[config.mk]
export PLATFORM = sky130hd
export DESIGN_NAME = uart_seven_segment_scanner_unit_flat
export DESIGN_NICKNAME = d
export VERILOG_FILES = /design/src/rtl/usss_pkg.sv /design/src/rtl/usss_in_if.sv /design/src/rtl/usss_out_if.sv /design/src/rtl/usss_cfg_if.sv /design/src/rtl/usss_frame_gen.sv /design/src/rtl/uart_seven_segment_scanner_unit.sv /design/src/flat_wrapper.sv
export VERILOG_INCLUDE_DIRS = /design/src /design/src/rtl
export SDC_FILE = /design/constraint.sdc
export NUM_CORES = 1
export LEC_CHECK = 0
export BUFFER_PORTS_ARGS = -buffer_cell sky130_fd_sc_hd__buf_2
export CAP_MARGIN = 20
export CORE_MARGIN = 2
export CORE_UTILIZATION = 45
export DETAILED_ROUTE_END_ITERATION = 8
export GPL_TIMING_DRIVEN = 0
export PLACE_DENSITY_LB_ADDON = 0.05
export SETUP_SLACK_MARGIN = 0.5
export SYNTH_ARGS = -nofsm -noshare
export SYNTH_HDL_FRONTEND = slang
export SYNTH_HIERARCHICAL = 1
export SYNTH_SLANG_ARGS = --single-unit
[constraint.sdc]
create_clock -name clk -period 4.7 [get_ports clk]
set_clock_uncertainty 0.2 [all_clocks]
set_input_delay 0 -clock clk [delete_from_list [all_inputs] [get_ports clk]]
set_output_delay 0 -clock clk [all_outputs]
set_load 0.05 [all_outputs]
[src/rtl/assert_macros.svh]
// Assertion helpers used by the RTL.
`ifndef ASSERT_MACROS_SVH
`define ASSERT_MACROS_SVH

// Same-cycle implication, checked out of reset.
`define USSS_ASSERT_NOW(label, clk, rst_n, ante, cons) \
    label: assert property (@(posedge clk) disable iff (!rst_n) (ante) |-> (cons)) \
        else $error("usss check failed");

// Next-cycle implication, checked out of reset.
`define USSS_ASSERT_NEXT(label, clk, rst_n, ante, cons) \
    label: assert property (@(posedge clk) disable iff (!rst_n) (ante) |=> (cons)) \
        else $error("usss check failed");

`endif

[src/rtl/usss_pkg.sv]
package usss_pkg;

    localparam int NUM_DIGITS = 8;
    localparam int DIGIT_W    = 3;
    localparam int CFG_IDX_W  = 1;
    localparam int CFG_DATA_W = 16;

    typedef logic [7:0] seg_t;
    typedef seg_t [NUM_DIGITS-1:0] seg_store_t;

    typedef struct packed {
        logic [DIGIT_W-1:0] digit;
        logic [15:0]        word;
        logic [7:0]         pwm;
    } frame_t;

    typedef enum logic [CFG_IDX_W-1:0] {
        CFG_BUILD_TAG = 1'b0,
        CFG_MSB_FIRST = 1'b1
    } cfg_idx_t;

    localparam logic FUNC_BYTE = 1'b0;
    localparam logic FUNC_TICK = 1'b1;
    localparam logic KIND_ECHO = 1'b0;
    localparam logic KIND_SCAN = 1'b1;

    localparam logic [3:0]  BC_BRIGHT_LO = 4'd8;
    localparam logic [3:0]  BC_BRIGHT_HI = 4'd9;
    localparam logic [3:0]  BC_DONE      = 4'd10;
    localparam logic [7:0]  IDLE_LIMIT   = 8'd2;
    localparam logic [7:0]  IDLE_MAX     = 8'hff;
    localparam logic [15:0] UPTIME_MAX   = 16'hffff;
    localparam logic [15:0] HELLO_TICK   = 16'd1000;
    localparam logic [15:0] TAG_TICK     = 16'd2000;

    localparam logic [15:0] BRIGHT_RESET = 16'he4e4;
    localparam logic [15:0] HELLO_BRIGHT = 16'h1554;
    localparam logic [15:0] TAG_BRIGHT   = 16'haa55;
    localparam seg_t        SEG_BLANK    = 8'hff;

    localparam seg_t HEX_GLYPH [16] = '{
        8'hfc, 8'h60, 8'hda, 8'hf2, 8'h66, 8'hb6, 8'hbe, 8'he0,
        8'hfe, 8'hf6, 8'hee, 8'h3e, 8'h9c, 8'h7a, 8'h9e, 8'h8e
    };
    localparam seg_t HELLO_GLYPH [NUM_DIGITS] = '{
        8'h02, 8'h6e, 8'h9e, 8'h1c, 8'h1c, 8'hfc, 8'h41, 8'h02
    };
    localparam seg_t TAG_GLYPH [4] = '{8'h6e, 8'hee, 8'hb6, 8'h6f};
    localparam logic [7:0] PWM_TABLE [4] = '{8'd252, 8'd224, 8'd148, 8'd0};

endpackage

[src/rtl/usss_in_if.sv]
interface usss_in_if;
    logic       valid;
    logic       ready;
    logic       func;
    logic [7:0] rx_byte;

    modport source (output valid, output func, output rx_byte, input ready);
    modport sink (input valid, input func, input rx_byte, output ready);
endinterface

[src/rtl/usss_out_if.sv]
interface usss_out_if;
    logic        valid;
    logic        ready;
    logic        kind;
    logic [7:0]  echo_byte;
    logic [2:0]  digit_index;
    logic [15:0] shift_word;
    logic [7:0]  pwm_compare;

    modport source (output valid, output kind, output echo_byte, output digit_index,
                    output shift_word, output pwm_compare, input ready);
    modport sink (input valid, input kind, input echo_byte, input digit_index,
                  input shift_word, input pwm_compare, output ready);
endinterface

[src/rtl/usss_cfg_if.sv]
interface usss_cfg_if;
    logic        valid;
    logic        ready;
    logic [0:0]  index;
    logic [15:0] data;

    modport source (output valid, output index, output data, input ready);
    modport sink (input valid, input index, input data, output ready);
endinterface

[src/rtl/usss_frame_gen.sv]
module usss_frame_gen
    import usss_pkg::*;
(
    input  seg_store_t         store,
    input  logic [15:0]        brightness,
    input  logic [DIGIT_W-1:0] digit,
    input  logic               msb_first,
    output frame_t             frame
);

    logic [15:0] raw_word;
    logic [7:0]  select_n;
    logic [1:0]  level;

    always_comb
    begin
        // Active-low select: bit (7 - digit) low.
        select_n = 8'hff ^ (8'h80 >> digit);
        raw_word = {store[digit], select_n};
        level    = brightness[{digit, 1'b0} +: 2];

        frame.digit = digit;
        frame.pwm   = PWM_TABLE[level];
        for (int k = 0; k < 16; k++)
        begin
            frame.word[k] = msb_first ? raw_word[15 - k] : raw_word[k];
        end
    end

endmodule

[src/rtl/uart_seven_segment_scanner_unit.sv]
// Eight-digit seven-segment scanner with a UART byte front end. One item is taken per
// clock: a received byte fills the segment store, then the brightness word, and after
// that is echoed; a scan tick returns the shift word and PWM compare for the current
// digit. A result appears in the output register the cycle after its item is accepted,
// and a byte that only updates state gives none. The input is ready whenever the output
// register is empty or being taken in the same cycle, so with the sink always ready the
// block sustains one item per cycle. Configuration writes are always taken.
`include "assert_macros.svh"

module uart_seven_segment_scanner_unit
    import usss_pkg::*;
(
    input  logic       clk,
    input  logic       rst_n,
    usss_in_if.sink    item,
    usss_out_if.source result,
    usss_cfg_if.sink   cfg
);

    seg_store_t         store_reg, store_next;
    logic [15:0]        bright_reg, bright_next;
    logic [3:0]         count_reg, count_next;
    logic [7:0]         idle_reg, idle_next;
    logic [15:0]        uptime_reg, uptime_next;
    logic [DIGIT_W-1:0] digit_reg, digit_next;
    logic [15:0]        tag_reg;
    logic               msb_first_reg;

    logic               out_valid_reg, out_valid_next;
    logic               kind_reg, kind_next;
    logic [7:0]         echo_reg, echo_next;
    frame_t             frame_reg, frame_next;

    frame_t             frame;
    logic               in_fire;
    logic               emit;
    logic [3:0]         count_eff;

    usss_frame_gen u_frame_gen (
        .store      (store_reg),
        .brightness (bright_reg),
        .digit      (digit_reg),
        .msb_first  (msb_first_reg),
        .frame      (frame)
    );

    assign item.ready = !out_valid_reg || result.ready;
    assign in_fire    = item.valid && item.ready;
    assign cfg.ready  = 1'b1;

    always_comb
    begin
        store_next     = store_reg;
        bright_next    = bright_reg;
        count_next     = count_reg;
        idle_next      = idle_reg;
        uptime_next    = uptime_reg;
        digit_next     = digit_reg;
        kind_next      = kind_reg;
        echo_next      = echo_reg;
        frame_next     = frame_reg;
        emit           = 1'b0;
        count_eff      = (idle_reg > IDLE_LIMIT) ? 4'd0 : count_reg;

        if (in_fire && item.func == FUNC_BYTE)
        begin
            idle_next   = 8'd0;
            uptime_next = UPTIME_MAX;
            count_next  = count_eff;
            if (count_eff < BC_BRIGHT_LO)
            begin
                store_next[count_eff[DIGIT_W-1:0]] = item.rx_byte;
                count_next = count_eff + 4'd1;
            end
            else if (count_eff == BC_BRIGHT_LO)
            begin
                bright_next[7:0] = item.rx_byte;
                count_next = count_eff + 4'd1;
            end
            else if (count_eff == BC_BRIGHT_HI)
            begin
                bright_next[15:8] = item.rx_byte;
                count_next = count_eff + 4'd1;
            end
            else
            begin
                emit       = 1'b1;
                kind_next  = KIND_ECHO;
                echo_next  = item.rx_byte;
                frame_next = '0;
            end
        end
        else if (in_fire)
        begin
            emit       = 1'b1;
            kind_next  = KIND_SCAN;
            echo_next  = 8'd0;
            frame_next = frame;
            // Splash screens run only until the first byte pins uptime at max.
            if (uptime_reg == HELLO_TICK)
            begin
                for (int k = 0; k < NUM_DIGITS; k++)
                begin
                    store_next[k] = HELLO_GLYPH[k];
                end
                bright_next = HELLO_BRIGHT;
            end
            if (uptime_reg == TAG_TICK)
            begin
                for (int k = 0; k < 4; k++)
                begin
                    store_next[k]     = TAG_GLYPH[k];
                    store_next[k + 4] = HEX_GLYPH[tag_reg[(3 - k) * 4 +: 4]];
                end
                bright_next = TAG_BRIGHT;
            end
            if (idle_reg != IDLE_MAX)
            begin
                idle_next = idle_reg + 8'd1;
            end
            if (uptime_reg != UPTIME_MAX)
            begin
                uptime_next = uptime_reg + 16'd1;
            end
            digit_next = digit_reg + 3'd1;
        end

        if (emit)
        begin
            out_valid_next = 1'b1;
        end
        else if (result.ready)
        begin
            out_valid_next = 1'b0;
        end
        else
        begin
            out_valid_next = out_valid_reg;
        end
    end

    always_ff @(posedge clk or negedge rst_n)
    begin
        if (!rst_n)
        begin
            for (int k = 0; k < NUM_DIGITS; k++)
            begin
                store_reg[k] <= SEG_BLANK;
            end
            bright_reg    <= BRIGHT_RESET;
            count_reg     <= 4'd0;
            idle_reg      <= 8'd0;
            uptime_reg    <= 16'd0;
            digit_reg     <= '0;
            tag_reg       <= 16'd0;
            msb_first_reg <= 1'b0;
            out_valid_reg <= 1'b0;
        end
        else
        begin
            store_reg     <= store_next;
            bright_reg    <= bright_next;
            count_reg     <= count_next;
            idle_reg      <= idle_next;
            uptime_reg    <= uptime_next;
            digit_reg     <= digit_next;
            out_valid_reg <= out_valid_next;
            if (cfg.valid)
            begin
                unique case (cfg_idx_t'(cfg.index))
                    CFG_BUILD_TAG: tag_reg       <= cfg.data;
                    CFG_MSB_FIRST: msb_first_reg <= cfg.data[0];
                    default:       tag_reg       <= tag_reg;
                endcase
            end
        end
    end

    // Result payload, loaded only with a new beat.
    always_ff @(posedge clk)
    begin
        kind_reg  <= kind_next;
        echo_reg  <= echo_next;
        frame_reg <= frame_next;
    end

    assign result.valid       = out_valid_reg;
    assign result.kind        = kind_reg;
    assign result.echo_byte   = echo_reg;
    assign result.digit_index = frame_reg.digit;
    assign result.shift_word  = frame_reg.word;
    assign result.pwm_compare = frame_reg.pwm;

    `USSS_ASSERT_NOW(a_count_range, clk, rst_n, 1'b1, count_reg <= BC_DONE)
    `USSS_ASSERT_NEXT(a_tick_emits, clk, rst_n, in_fire && item.func == FUNC_TICK,
        out_valid_reg && kind_reg == KIND_SCAN)
    `USSS_ASSERT_NEXT(a_digit_step, clk, rst_n, in_fire && item.func == FUNC_TICK,
        digit_reg == $past(digit_reg) + 3'd1)
    `USSS_ASSERT_NEXT(a_byte_stops_splash, clk, rst_n, in_fire && item.func == FUNC_BYTE,
        uptime_reg == UPTIME_MAX && idle_reg == 8'd0)

endmodule
[src/flat_wrapper.sv]
// flat-port wrapper written by rule: the top's interface ports become plain ports
module uart_seven_segment_scanner_unit_flat import usss_pkg::*;
  (clk, rst_n, item_valid, item_func, item_rx_byte, item_ready, result_valid, result_kind, result_echo_byte, result_digit_index, result_shift_word, result_pwm_compare, result_ready, cfg_valid, cfg_index, cfg_data, cfg_ready);
  usss_in_if item_i ();
  usss_out_if result_i ();
  usss_cfg_if cfg_i ();
  input  logic clk;
  input  logic rst_n;
  input wire logic [$bits(item_i.valid)-1:0] item_valid;
  input wire logic [$bits(item_i.func)-1:0] item_func;
  input wire logic [$bits(item_i.rx_byte)-1:0] item_rx_byte;
  output wire logic [$bits(item_i.ready)-1:0] item_ready;
  output wire logic [$bits(result_i.valid)-1:0] result_valid;
  output wire logic [$bits(result_i.kind)-1:0] result_kind;
  output wire logic [$bits(result_i.echo_byte)-1:0] result_echo_byte;
  output wire logic [$bits(result_i.digit_index)-1:0] result_digit_index;
  output wire logic [$bits(result_i.shift_word)-1:0] result_shift_word;
  output wire logic [$bits(result_i.pwm_compare)-1:0] result_pwm_compare;
  input wire logic [$bits(result_i.ready)-1:0] result_ready;
  input wire logic [$bits(cfg_i.valid)-1:0] cfg_valid;
  input wire logic [$bits(cfg_i.index)-1:0] cfg_index;
  input wire logic [$bits(cfg_i.data)-1:0] cfg_data;
  output wire logic [$bits(cfg_i.ready)-1:0] cfg_ready;
  assign item_i.valid = item_valid;
  assign item_i.func = item_func;
  assign item_i.rx_byte = item_rx_byte;
  assign item_ready = item_i.ready;
  assign result_valid = result_i.valid;
  assign result_kind = result_i.kind;
  assign result_echo_byte = result_i.echo_byte;
  assign result_digit_index = result_i.digit_index;
  assign result_shift_word = result_i.shift_word;
  assign result_pwm_compare = result_i.pwm_compare;
  assign result_i.ready = result_ready;
  assign cfg_i.valid = cfg_valid;
  assign cfg_i.index = cfg_index;
  assign cfg_i.data = cfg_data;
  assign cfg_ready = cfg_i.ready;
  uart_seven_segment_scanner_unit u_core (.clk(clk), .rst_n(rst_n), .item(item_i), .result(result_i), .cfg(cfg_i));
endmodule
Word level (Yosys, flattened, before mapping)
Memory sizes are Yosys's and may differ from the RTL's.
Index checks and enable logic that the tools add are counted.
{"block": "classes", "add_sub_neg": 4, "order_cmp": 10, "eq_ne": 12, "shifts": 2, "mux": 77, "bitwise_logic": 9, "n_reduce_logical": 19}
{"cell": "64-bit two-way mux", "count": 5}
{"cell": "8-bit two-way mux", "count": 23}
{"cell": "27-bit two-way mux", "count": 5}
{"cell": "16-bit two-way mux", "count": 8}
{"cell": "64-bit bitwise mux", "count": 1}
{"cell": "1-bit two-way mux", "count": 28}
{"cell": "8-bit binary-select mux with 3-bit select", "count": 1}
{"cell": "8-bit demux with 3-bit select", "count": 1}
{"cell": "5-bit >= comparator, second input constant", "count": 4}
{"cell": "4-bit NOT with 5-bit output", "count": 4}
{"cell": "16-bit by 1-bit adder with 16-bit output, second input constant", "count": 1}
{"cell": "8-bit binary-select mux with 2-bit select", "count": 1}
{"cell": "16-bit by 10-bit == test with 1-bit output, second input constant", "count": 1}
{"cell": "16-bit by 11-bit == test with 1-bit output, second input constant", "count": 1}
{"cell": "4-bit two-way mux", "count": 4}
{"cell": "16-bit inequality test, second input constant", "count": 1}
{"cell": "16-bit by 5-bit variable part select with 2-bit output", "count": 1}
{"cell": "2-bit inequality test, second input constant", "count": 6}
{"cell": "2-bit AND reduction", "count": 5}
{"cell": "8-bit by 1-bit adder with 8-bit output, second input constant", "count": 1}
{"cell": "4-bit == test, second input constant", "count": 2}
{"cell": "8-bit by 2-bit greater-than comparator with 1-bit output, second input constant", "count": 1}
{"cell": "3-bit by 4-bit less-than comparator with 1-bit output, second input constant", "count": 2}
{"cell": "8-bit inequality test, second input constant", "count": 1}
{"cell": "17 further kinds", "count": 25}
{"block": "word_totals", "ff_bits": 165, "rom_bits": 512, "input_bits": 31, "output_inout_bits": 39, "word_cells": 159, "memories": 4}
{"memory": "(no name shown)", "depth": 16, "word_bits": 8, "read_ports": 1, "rd_clocked_by_memory_dff": 0, "wr": 0, "line_no": "uart_seven_segment_scanner_unit.sv:113", "source": "store_next[k + 4] = HEX_GLYPH[tag_reg[(3 - k) * 4 +: 4]];"}
{"memory": "(no name shown)", "depth": 16, "word_bits": 8, "read_ports": 1, "rd_clocked_by_memory_dff": 0, "wr": 0, "line_no": "uart_seven_segment_scanner_unit.sv:113"}
{"memory": "(no name shown)", "depth": 16, "word_bits": 8, "read_ports": 1, "rd_clocked_by_memory_dff": 0, "wr": 0, "line_no": "uart_seven_segment_scanner_unit.sv:113"}
{"memory": "(no name shown)", "depth": 16, "word_bits": 8, "read_ports": 1, "rd_clocked_by_memory_dff": 0, "wr": 0, "line_no": "uart_seven_segment_scanner_unit.sv:113"}

Logic depth before layout (Yosys ltp)
{"block": "logic_depth", "depth_word": 9, "mapped_depth": 14, "mapped_depth_nobuf": 13}

Hierarchy
The synthesis kept the hierarchy.
{"module": "uart_seven_segment_scanner_unit", "n_inst": 1, "cells_per_inst": 801, "area_per_inst_um2": 8643.3, "seq_area_each_um2": 4399.2}
{"module": "usss_frame_gen", "n_inst": 1, "cells_per_inst": 146, "area_per_inst_um2": 1051.0, "seq_area_each_um2": 0.0}

Worst setup path before layout
Ideal clock, no wire load.
{"block": "synth_path", "kind": "flip-flop to flip-flop", "from": "reg u_core.idle_reg[0]", "to": "reg u_core.frame_reg (netlist bit u_core/result.digit_index[0]) (enable)", "setup_time_ps": 429, "arrival_time_ps": 3666, "required_ps": 4071, "setup_slack_ps": 405, "stages_incl_launch_ff": 15, "path_buffers": 1, "synth_period_minus_slack_ps": 4295, "path_cell_list": "dfrtp_1 inv_1 ha_1 nand2b_1 nand2_1 buf_1 nor2_1 nand2_1 inv_1 ha_1 nor2_1 o21ai_0 nor2_1 nor2_1 nor2_1"}
{"block": "synth_between", "elab_chain_cells": 5, "elab_cells_between_ends": 9, "cone_classes": "order compare: 2; eq/ne: 5; mux: 1; reduce/logical: 1"}
{"element": "start: declaration", "line_no": "uart_seven_segment_scanner_unit.sv:23", "source": "logic [7:0] idle_reg, idle_next;"}
{"element": "start signal: assignment", "line_no": "uart_seven_segment_scanner_unit.sv:164", "source": "idle_reg <= idle_next;"}
{"element": "8-bit by 2-bit greater-than comparator with 1-bit output *", "line_no": "uart_seven_segment_scanner_unit.sv:63", "source": "count_eff = (idle_reg > IDLE_LIMIT) ? 4'd0 : count_reg;"}
{"element": "4-bit two-way mux *", "line_no": "uart_seven_segment_scanner_unit.sv:63"}
{"element": "4-bit less-than comparator, or another cell as far along", "line_no": "uart_seven_segment_scanner_unit.sv:70", "source": "if (count_eff < BC_BRIGHT_LO)"}
{"element": "2-bit inequality test (no line)"}
{"element": "4-bit AND reduction (no line) *"}
{"element": "end signal: assignment", "line_no": "uart_seven_segment_scanner_unit.sv:184", "source": "frame_reg <= frame_next;"}
{"element": "end: declaration", "line_no": "uart_seven_segment_scanner_unit.sv:32", "source": "frame_t frame_reg, frame_next;"}
Every way passes the cells marked *; elsewhere a longest branch is shown, timed or not.
A chain may end at the register's enable or synchronous reset.

Worst setup path in the final report
{"block": "layout_path", "from": "reg u_core.idle_reg[0]", "to": "reg u_core.frame_reg (netlist bit u_core/result.shift_word[13]) (enable)"}
Same word-level chain as after synthesis.

==> summary.md <==
| Metric | Value |
|---|---|
| Die H | roughly 150 um |
| Final setup viols | 0 |
| Vias in the first global route | 7384 |
| Post-synthesis register bit count | 165 |
| Setup crit start kind | flip-flop |
| CTS clk-pin slew, worst paths | 0.07 ns |
| Hold slack final | 0.1086 ns |
| Post-DR wirelength/cell | 20.08 um |
| Most frequent cells in the layout | 85 x buf_2, 77 x nand2_1, 72 x dfstp_2 |
| Period utilization | 76.28% |
| Crit-path cells | inv_1 -> ha_1 -> nand2b_1 -> nand2_1 -> buf_1 -> nor2_1 -> nand2_1 -> inv_1 -> ha_1 -> nor2_1 -> o21ai_0 -> nor2_1 -> nor2_1 -> nor2_4 -> buf_12 |
| Final HPWL DP | around 20000 um |
| Commonest non-fill, non-tap cell in the layout | buf_2 |
| Largest net degree at the start of global routing | 83 |
| Nets@finish | 1133 |
| First-pass DRT Iterations | 5 |
| Number of synthesis warnings | 6 |
| CTS tree | yes |
| # port buffers | 66 |
| Number of buffers created by CTS | 17 |
| Die width | approximately 150 um |
| Rows | 53 |
| Clk_lat worst skew | around 0.43 ns |
| CP Capture Type | flip-flop |
| Worst min path class | in2reg |
| VDD IR max | 0.2264 mV |
| Max Buffers Root-to-Sink | 2 |
| First-pass GRT wire length | around 43000 um |
| Maximum clock frequency | 278.9 MHz |
| DRC | 0 |
| H-tree Lvls | 4 |
| Post-Syn Area | 9694 sq um |
| Buf/Inv on CP | 4 |
| Yosys cell types | 81 |
| Core area | 21090 sq um |
| Cells after Synth | 947 |
| Avg Synthesized Cell Area | 10.24 sq um |
| Worst slack, placed | about 1.2 ns |
| CTS Sinks | 165 |
| CP delay by family, top | simple AND/OR/NAND/NOR gates |
| RSZ-0062 raised after global routing | false |
| Data arrival time of the critical path | 3.51 ns |
| Status | complete, no violations |
| Tmin final | 3.585 ns |
| Final wirelength | 27280 um |
| Least-Margin Pin Slew | 1.033 ns |
| Leak | 4.665 nW |
| Synth async-reset ratio | 78.18% |
| Most used DFF post-synth | dfstp_2 |
| Syn-to-layout area delta | 17.68% |
| Total negative setup slack | 0 ns |
| GPL Wtd Cong | just under 0.9 |
| Cell mode on critical path | nor2_1 |
| Pwr dens | about 570 nW/um^2 |
| Final Max Slew Viols | 0 |
| Largest register FFs | 64 |
| Fin worst setup slack | between 1 and 1.5 ns |
| N_diodes | 0 |
| Post-synth EDFFs | 36 |
| GRT overflow | 0 |
| Clk root buf | clkbuf_16 |
| Die area | 22730 sq um |
| CP Data Required Time | 4.62 ns |
| Setup CP Type | reg2reg |
| Initial antenna violation count | 0 |
| Slack of the worst reg-to-reg path | 1.11 ns |
| CP peak stage delay | 0.47 ns |
| Max-cap violations | 0 |
| Initial Util | 45.97% |
| Final Hold Fails | 0 |
| Boundary Pins | 70 |
| All-Layer GR Usage | 25.12% |
| Share of cells above drive strength 1 | around 27% |
| Critical path peak fanout | 34 |
| Vias per cell | 5.648 |
| Total number of vias | 7676 |
| Relative slew slack | 30.07% |
| DR iter-0 viols | 499 |
| Routed Antenna Nets | 0 |
| Sequential share of the synthesized area | 45.38% |
| Max stage delay cell, worst path | buf_1 |
logic make-up (layout without fill, tap and decap cells):
group / after synthesis / in the layout / share of synthesized area [%]
fa+ha+maj: 31 / 31 / 4.001
mux: 90 / 90 / 11.05
compound gates: 223 / 223 / 15.72
buf+inv: 110 / 246 / 5.098
other cells: 2 / 3 / 0.07747
flops: 165 / 165 / 45.38
xor+xnor: 16 / 16 / 1.445
simple gates: 310 / 310 / 17.23
where the power goes:
group,switching (mW),total (mW),leakage (nW),internal [mW]
sequential,0.339,2.43,1.76,2.09
combinational,1.59,2.65,2.62,1.06
clock,0.638,1.44,0.291,0.800
stage by stage:
step	util [%]	cell area, sq um	total power, mW	instances
floorplan	-	9701	4.311	948
global placement	49.20	10380	4.991	1289
detailed placement	49.48	10430	5.032	1291
CTS	54.10	11410	6.530	1359
global route	54.10	11410	6.915	1359
finish	54.10	11410	6.520	1359
per-layer routing:
metal  global-route usage, %  vias up  share of wire, %
li1                        -     3678                 -
met1                   36.34     3746                47
met2                   38.73      218                46
met3                   4.157       34               4.8
met4                   7.804        0               2.3
met5                       0        -                 0
cells in the mapped netlist, drive strengths merged, types with 11 or more instances:
master   n  area share (%)
clkbuf  27             1.0
dfrtp   57              15
and2    37             2.4
mux2    56             6.5
nand3   20             1.1
xnor2   16             1.4
buf     39             2.3
a22oi   12            0.93
nor2    67             2.7
edfxtp  36              11
mux2i   26             2.7
inv     44             1.7
a31oi   13            0.90
nor3    26             1.5
dfstp   72              20
ha      31             4.0
nand2   77             3.0
a21oi   58             3.0
nor2b   18             1.2
o21ai   41             2.1
a22o    11            0.99
nor4    14             1.7
nand2b  11            0.74
worst paths after layout:
path,start,end,depth (start not counted)
min in group asynchronous,rst_n,u_core/store_reg[12]$_DFFE_PN1P_,3
max in group asynchronous,rst_n,u_core/store_reg[33]$_DFFE_PN1P_,4
setup / recovery,u_core/idle_reg[0]$_DFFE_PN0P_,u_core/result.shift_word[13]$_SDFFCE_PP0P_,15
hold reg to reg,u_core/store_reg[1]$_DFFE_PN1P_,u_core/store_reg[1]$_DFFE_PN1P_,2
setup reg to reg,u_core/idle_reg[0]$_DFFE_PN0P_,u_core/result.shift_word[13]$_SDFFCE_PP0P_,15
hold / removal,cfg_data[8],u_core/tag_reg[8]$_DFFE_PN0P_,4
tightest hold or removal path: cells and delay by family:
kind                   cells  cell delay, ns
buffers and inverters      2            0.61
and+or+nand+nor            1            0.04
AOI/OAI and AO/OA          1            0.05
layout make-up:
class / count / area (sq um)
fillers: 1918 / 9679
clock inverters: 14 / 167.7
inverters: 44 / 165.2
multi-input cells: 673 / 4812
well taps: 275 / 344.1
repair buffers: 104 / 762.0
flip-flops and latches: 165 / 4399
plain buffers: 66 / 329.1
clock buffers: 18 / 429.2
repair_timing:
item                                   CTS  global route
hold buffers                            36             0
buffers inserted                         0             0
endpoints found under the hold margin  142             0
setup endpoints to repair                0             0
gates resized for setup                  0             0
No activity file was read; power rests on OpenSTA's default activity.
